### src/rtl/trfd_pkg.sv
// ----------------------------------------------------------------------------
// trfd_pkg
// Types, constants and helpers for the tracker reply frame decoder.
// ----------------------------------------------------------------------------
package trfd_pkg;

   localparam int unsigned MAX_RECORD_BYTES = 4096;
   localparam int unsigned FRAME_BYTES      = 19;
   localparam int unsigned STORE_DEPTH      = FRAME_BYTES - 1;
   localparam int unsigned LEN_W            = 13;
   localparam int unsigned POS_W            = 5;

   // multiplicative inverse of the frame size mod 2**LEN_W; a multiple of the
   // frame size maps to its quotient, everything else lands above the limit
   localparam logic [LEN_W-1:0] INV_FRAME  = 13'd2587;
   localparam logic [LEN_W-1:0] MULT_LIMIT = LEN_W'((2**LEN_W - 1) / FRAME_BYTES);

   typedef enum logic [1:0] {
      KIND_UNKNOWN  = 2'd0,
      KIND_INIT     = 2'd1,
      KIND_MESSAGE  = 2'd2,
      KIND_DATA_SET = 2'd3
   } frame_kind_type;

   localparam logic [7:0] ACK_CODE    = 8'h06;
   localparam logic [7:0] TAG_MASK    = 8'hF0;
   localparam logic [7:0] DS_TAG      = 8'hE0;
   localparam logic [7:0] MARKER_FLAG = 8'h80;
   localparam logic [7:0] PRINT_FIRST = 8'h20;
   localparam logic [7:0] PRINT_LAST  = 8'h7E;
   localparam logic [7:0] INIT_B0     = 8'h01;
   localparam logic [7:0] INIT_B1     = 8'h02;
   localparam logic [7:0] INIT_B2     = 8'h03;
   localparam logic [7:0] INIT_B3     = 8'h04;

   function automatic logic printable(input logic [7:0] b);
      return b inside {[PRINT_FIRST:PRINT_LAST]};
   endfunction

   function automatic logic length_ok(input logic [LEN_W-1:0] len);
      logic [2*LEN_W-1:0] prod;
      prod = (2*LEN_W)'(len) * (2*LEN_W)'(INV_FRAME);
      return (len != '0) && (len <= LEN_W'(MAX_RECORD_BYTES)) &&
             (prod[LEN_W-1:0] <= MULT_LIMIT);
   endfunction

endpackage

### src/rtl/tracker_reply_frame_decoder_unit.sv
// ----------------------------------------------------------------------------
// tracker_reply_frame_decoder_unit
// Cuts a receive record into 19-byte frames, classifies and decodes each one.
// ----------------------------------------------------------------------------
//  channel | ports             | direction | moves
//  req_    | valid/ready       | in        | one record byte + start + length
//  rsp_    | valid/ready       | out       | one decoded frame (or unknown)
//
//  One byte per cycle while the result register is free or being drained; a
//  frame is decoded in the cycle its last byte is taken and its result shows
//  in the next cycle from the result register. A byte that yields no result is still taken.
//  Reset clears positions, length flag and the result valid; the frame byte
//  store has no reset. A stalled result holds the request side only when
//  the result register is full and not being drained.
module tracker_reply_frame_decoder_unit import trfd_pkg::*; (
   input  logic                     clock,
   input  logic                     reset,
   input  logic                     req_valid,
   output logic                     req_ready,
   input  logic [7:0]               req_rx_byte,
   input  logic                     req_record_start,
   input  logic [LEN_W-1:0]         req_record_length,
   output logic                     rsp_valid,
   input  logic                     rsp_ready,
   output logic [1:0]               rsp_frame_kind,
   output logic [63:0]              rsp_wide_word,
   output logic signed [23:0]       rsp_x_coord,
   output logic signed [23:0]       rsp_y_coord,
   output logic signed [23:0]       rsp_z_coord,
   output logic [31:0]              rsp_status_word,
   output logic [6:0]               rsp_marker_id,
   output logic [3:0]               rsp_module_id,
   output logic [5:0]               rsp_trigger_index,
   output logic [31:0]              rsp_message_info,
   output logic [31:0]              rsp_check_word,
   output logic                     rsp_record_end
);

   logic [7:0]       store_ff [STORE_DEPTH];
   logic [POS_W-1:0] frame_pos_ff, frame_pos_in;
   logic [LEN_W-1:0] rec_pos_ff, rec_pos_in;
   logic             len_bad_ff, len_bad_in;
   logic             store_we;

   logic             rsp_valid_ff;
   logic [1:0]       kind_ff, kind_in;
   logic [63:0]      wide_ff, wide_in;
   logic [23:0]      x_ff, x_in, y_ff, y_in, z_ff, z_in;
   logic [31:0]      status_ff, status_in;
   logic [6:0]       marker_ff, marker_in;
   logic [3:0]       module_ff, module_in;
   logic [5:0]       trig_ff, trig_in;
   logic [31:0]      info_ff, info_in;
   logic [31:0]      check_ff, check_in;
   logic             end_ff, end_in;

   logic             accept, produce;
   logic [LEN_W-1:0] pos, pos_next;
   logic [POS_W-1:0] fpos;
   logic             bad, taken, last;
   logic [7:0]       p [FRAME_BYTES];
   logic             is_init, is_ds, is_msg;

   assign req_ready = !reset && (!rsp_valid_ff || rsp_ready);
   assign accept    = req_valid && req_ready;

   always_comb begin
      for (int i = 0; i < STORE_DEPTH; i++) begin
         p[i] = store_ff[i];
      end
      p[STORE_DEPTH] = req_rx_byte;
   end

   // frame classification
   always_comb begin
      is_init = (p[0] == INIT_B0) && (p[1] == INIT_B1) &&
                (p[2] == INIT_B2) && (p[3] == INIT_B3);
      is_ds   = ((p[18] & TAG_MASK) == DS_TAG) && ((p[17] & MARKER_FLAG) == MARKER_FLAG);
      is_msg  = ((p[14] == ACK_CODE) && printable(p[0])) ||
                (!is_ds && printable(p[0]) && printable(p[1]));
   end

   // record tracking
   always_comb begin
      if (req_record_start) begin
         pos  = '0;
         fpos = '0;
         bad  = !length_ok(req_record_length);
      end else begin
         pos  = rec_pos_ff;
         fpos = frame_pos_ff;
         bad  = len_bad_ff;
      end
      pos_next     = LEN_W'(pos + LEN_W'(1));
      taken        = pos < req_record_length;
      last         = pos_next == req_record_length;
      rec_pos_in   = taken ? pos_next : pos;
      len_bad_in   = bad;
      frame_pos_in = fpos;
      store_we     = 1'b0;
      produce      = 1'b0;
      if (taken) begin
         if (bad) begin
            produce = last;
         end else if (fpos == POS_W'(STORE_DEPTH)) begin
            produce      = 1'b1;
            frame_pos_in = '0;
         end else begin
            store_we     = 1'b1;
            frame_pos_in = POS_W'(fpos + POS_W'(1));
         end
      end
   end

   // result fields
   always_comb begin
      kind_in   = KIND_UNKNOWN;
      wide_in   = '0;
      x_in      = '0;
      y_in      = '0;
      z_in      = '0;
      status_in = '0;
      marker_in = '0;
      module_in = '0;
      trig_in   = '0;
      info_in   = '0;
      check_in  = '0;
      end_in    = bad ? 1'b1 : last;
      if (!bad) begin
         if (is_init) begin
            kind_in  = KIND_INIT;
            wide_in  = {p[4], p[5], p[6], p[7], p[8], p[9], p[10], p[11]};
            info_in  = {24'd0, p[14]};
            check_in = {p[15], p[16], p[17], p[18]};
         end else if (is_msg) begin
            kind_in  = KIND_MESSAGE;
            info_in  = {p[0], p[1], p[13], p[14]};
            check_in = {p[15], p[16], p[17], p[18]};
         end else if (is_ds) begin
            kind_in   = KIND_DATA_SET;
            wide_in   = {32'd0, p[0], p[1], p[2], p[3]};
            x_in      = {p[4], p[5], p[6]};
            y_in      = {p[7], p[8], p[9]};
            z_in      = {p[10], p[11], p[12]};
            status_in = {p[13], p[14], p[15], p[16]};
            marker_in = p[17][6:0];
            module_in = p[18][3:0];
            trig_in   = {p[15][7:5], p[16][7:5]};
         end
      end
   end

   always_ff @(posedge clock) begin
      if (reset) begin
         frame_pos_ff <= '0;
         rec_pos_ff   <= '0;
         len_bad_ff   <= 1'b0;
      end else if (accept) begin
         frame_pos_ff <= frame_pos_in;
         rec_pos_ff   <= rec_pos_in;
         len_bad_ff   <= len_bad_in;
      end
   end

   always_ff @(posedge clock) begin
      if (accept && store_we) begin
         store_ff[fpos] <= req_rx_byte;
      end
   end

   always_ff @(posedge clock) begin
      if (reset) begin
         rsp_valid_ff <= 1'b0;
      end else if (accept && produce) begin
         rsp_valid_ff <= 1'b1;
      end else if (rsp_ready) begin
         rsp_valid_ff <= 1'b0;
      end
   end

   always_ff @(posedge clock) begin
      if (accept && produce) begin
         kind_ff   <= kind_in;
         wide_ff   <= wide_in;
         x_ff      <= x_in;
         y_ff      <= y_in;
         z_ff      <= z_in;
         status_ff <= status_in;
         marker_ff <= marker_in;
         module_ff <= module_in;
         trig_ff   <= trig_in;
         info_ff   <= info_in;
         check_ff  <= check_in;
         end_ff    <= end_in;
      end
   end

   assign rsp_valid         = rsp_valid_ff;
   assign rsp_frame_kind    = kind_ff;
   assign rsp_wide_word     = wide_ff;
   assign rsp_x_coord       = x_ff;
   assign rsp_y_coord       = y_ff;
   assign rsp_z_coord       = z_ff;
   assign rsp_status_word   = status_ff;
   assign rsp_marker_id     = marker_ff;
   assign rsp_module_id     = module_ff;
   assign rsp_trigger_index = trig_ff;
   assign rsp_message_info  = info_ff;
   assign rsp_check_word    = check_ff;
   assign rsp_record_end    = end_ff;

endmodule

### config.mk
export PLATFORM = sky130hd
export DESIGN_NAME = tracker_reply_frame_decoder_unit
export DESIGN_NICKNAME = d
export VERILOG_FILES = /design/src/rtl/trfd_pkg.sv /design/src/rtl/tracker_reply_frame_decoder_unit.sv
export SDC_FILE = /design/constraint.sdc
export NUM_CORES = 1
export LEC_CHECK = 0
export BUFFER_PORTS_ARGS = -buffer_cell sky130_fd_sc_hd__buf_2
export CORE_MARGIN = 2
export CORE_UTILIZATION = 25
export DETAILED_ROUTE_END_ITERATION = 16
export PLACE_DENSITY = 0.5
export RECOVER_POWER = 50
export SLEW_MARGIN = 15
export SYNTH_ARGS = -nofsm -noshare
export SYNTH_HDL_FRONTEND = slang
export SYNTH_SLANG_ARGS = --single-unit
export TNS_END_PERCENT = 10
### constraint.sdc
create_clock -name clock -period 17.35 [get_ports clock]
set_clock_uncertainty 0.1 [all_clocks]
set_input_delay 3.47 -clock clock [delete_from_list [all_inputs] [get_ports clock]]
set_output_delay 3.47 -clock clock [all_outputs]
set_load 0.02 [all_outputs]
==> impl_metrics.csv <==
group,metric,value,unit
status,status,"complete, but fails checks",
status,failing_checks,"max-capacitance violations, max-slew violations",
route,route.met3.wl,2870,µm
power,worst_ir_drop_vdd,0.0662,mV
floorplan,design.die.area,71700,µm²
floorplan,std_cell_rows,96,
setup_path,setup.worst_path.start_class,"input port",
final_layout,final_cell_count_no_fill,2421,
setup_path,setup.worst_path.class,"in2reg",
logic_synthesis,syn_nets,1284,
setup_path,worstPathArrival,10950,ps
grt,grt.overflow.total,0,
sta,slew_violations,274,
clock_tree,htree_num_levels,2,
power,p_int,1.69,mW
grt,vias_in_the_first_global_route,10300,
sta,rsz0062_at_grt,"no",
setup_path,cp.required,17410,ps
final_layout,final_nets,1563,
power,clkPwrFrac,41.2,%
floorplan,die_h,268,µm
sta,whs,417,ps
setup_path,critical_path.max_fanout,148,
route,initialDrtViolationCount,602,
grt,grt_pass1_wl,64700,µm
run,max_cap_violations,9,
clock_tree,clock_insertion_delay_worst_skew,560,ps
logic_synthesis,number_of_enable_flip_flop_cells_after_synthesis,390,
power,switching_power,512,µW
sta,setup_violations,0,
power,power_per_unit_of_standard_cell_area,106,nW/µm²
clock_tree,cts.repair_timing.setup_buffer_count,0,
placement,dp.final_hpwl,30000,µm
logic_synthesis,synth.yosys.warnings,0,
route,post-route-drc-count,0,
clock_tree,tritoncts,"done",
route,finalWirelength,44300,µm
logic_synthesis,synth_area,17400,µm²
route,drt-vias-per-instance,4.25,
floorplan,design.portCount,280,
placement,io_buffer_count,279,
logic_synthesis,syn-instance-count,1178,
route,top_signal_layer_used,"met5",
final_layout,synth_to_final_area_change,19.5,%
final_layout,final_util,30.2,%
power,netSwitchingFraction,23.2,%
power,p_leak,6.52,nW
route,antenna_left,0,
floorplan,die_width,268,µm
sta,timing.max_slew.rel_slack,-113,%
final_layout,mostFrequentLayoutCells,"edfxtp_1, clkbuf_1, and2_1, inv_1, ha_1",
sta,setup_total_negative_slack,0,ps
sta,timing.final.crit_share,62.7,%
sta,achievable-frequency,91.9,MHz
logic_synthesis,ys_async_sr_fraction,0,%
logic_synthesis,synth.ff_latch_count,410,
power,total_power,2.21,mW
power,sequentialPowerShare,49.0,%
sta,timing_hold_violations_final,0,
placement,numPlacedInstances,2342,
logic_synthesis,post_synth.cell_area_avg,14.8,µm²
clock_tree,cts-buffers-inserted,44,
final_layout,layout.cells.most_common,"edfxtp_1",
clock_tree,ctsRootBufferMaster,"clkbuf_16",
route,wl_per_cell,18.3,µm
route,met2_wirelength_from_detailed_routing,21600,µm
logic_synthesis,synth_flop_cell,"edfxtp_1",
final_layout,final.fill_count,7056,
route,vias,10300,
clock_tree,tritoncts_num_sinks,410,
clock_tree,clkSlewWorstSetupHoldPaths,60,ps
route,routedLengthMet1,19200,µm
clock_tree,hold_buf_count_cts,0,
worst_hold_path,hold_path_class,"reg2reg",
sta,final.min_clock_period,10880,ps
sta,worstMarginPinSlew,3200,ps
final_layout,final_layout_size_suffix_gt1_share,6.38,%
floorplan,design.core.area,68700,µm²
clock_tree,cts_buffer_depth,3,
route,firstDrtPassIters,5,
logic_synthesis,synth_cell_type_count,65,
logic_synthesis,sequential_to_total_area_share_from_yosys_stat,69.6,%
setup_path,cp-end-kind,"register",
grt,gr-usage-all-layers,12.0,%
grt,grt_max_degree,149,
clock_tree,cts_repair_resize_count,0,
power,comb_power_share,9.8,%
setup_path,setup.reg_to_reg.worst_slack,11080,ps
placement,place_congestion,0.833,
grt,grt_antenna_before_repair,1,
floorplan,initial_core_util,25.3,%
## synth_stat cells, types with 18 or more instances
cell	instances	area (µm²)
edfxtp_1	390	11700
a22o_1	32	280
nor2_1	46	173
nand3_1	18	90.1
nand2_1	30	113
o21ai_0	27	135
and2_1	213	1330
xnor2_1	23	201
ha_1	64	801
a21oi_1	26	130
clkbuf_1	24	90.1
dfxtp_1	20	400
inv_1	68	255
## routing by layer
metal,track usage [%],vias up
met5,0,-
met4,3.03,2
met2,20.2,274
met3,2.81,54
li1,-,4815
met1,15.6,5153
## flip-flops by register name, indices dropped and copies added, names as in the netlist
signal / count
frame_pos_ff: 5
rsp_status_word: 32
rsp_check_word: 32
store_ff: 144
rec_pos_ff: 13
rsp_x_coord: 24
rsp_frame_kind: 2
rsp_module_id: 4
rsp_marker_id: 7
len_bad_ff: 1
rsp_message_info: 32
rsp_wide_word: 64
rsp_record_end: 1
rsp_z_coord: 24
rsp_y_coord: 24
rsp_valid: 1
## layout make-up
| cell class | instances | area, µm² | area share [%] |
|---|---|---|---|
| Sequential cell | 410 | 12100 | 58.3 |
| Multi-Input combinational cell | 645 | 4730 | 22.8 |
| Tap cell | 931 | 1160 | 5.61 |
| Timing Repair Buffer | 288 | 1130 | 5.43 |
| Clock buffer | 51 | 1130 | 5.42 |
| Clock inverter | 27 | 260 | 1.25 |
| Inverter | 68 | 255 | 1.23 |
| Antenna cell | 1 | 2.50 | 0.0120 |
## stage by stage
| stage | worst slack, ps | area [µm²] |
|---|---|---|
| 5_1_grt | 5840 | 20800 |
| 4_1_cts | 7060 | 21200 |
| 3_3_place_gp | 6620 | 19800 |
| 2_1_floorplan | 3000 | 17400 |
| 3_5_place_dp | 6510 | 19800 |
| 6_report | 6470 | 20800 |
## cell families after synthesis
group                    count (synthesis)  synth area share (%)
AND/OR/NAND/NOR                        396                  13.4
flip-flops                             410                  69.6
multiplexers                             1                0.0647
AO/OA/AOI/OAI                          133                  5.33
buffers and inverters                  123                  3.14
other                                    1                0.0216
XOR/XNOR                                34                  2.03
adder cells (fa/ha/maj)                 80                  6.44
## worst max-delay path: stages
cell and delay [ps]:
clkbuf_1 280, inv_1 120, ha_1 310, ha_1 220, fa_1 480, ha_1 280
inv_1 50, fa_1 520, inv_1 40, ha_1 330, o21ai_0 300, o21ai_0 200
a211o_1 300, and3_1 160, o211ai_1 280, and2_0 170, clkbuf_1 700, a21oi_1 240
nor2_4 890, buf_4 790, buf_12 590
## worst paths after layout
kind                         from                  to  cells after the start
max          req_record_length[3]  rsp_check_word[31]                     21
max reg2reg         rec_pos_ff[1]  rsp_check_word[31]                     12
min reg2reg        rec_pos_ff[12]      rec_pos_ff[12]                      2
min                rec_pos_ff[12]      rec_pos_ff[12]                      2
## power groups by stage
| stage | clock network [mW] | logic (mW) | registers, mW |
|---|---|---|---|
| after floorplan | 0 | 0.159 | 1.10 |
| after global routing | 0.975 | 0.245 | 1.08 |
| final | 0.910 | 0.216 | 1.08 |
| after global placement | 0 | 0.213 | 1.10 |
| after CTS | 0.936 | 0.218 | 1.08 |
| after detailed placement | 0 | 0.217 | 1.10 |
Note: power is estimated with default switching activity, not from simulation.
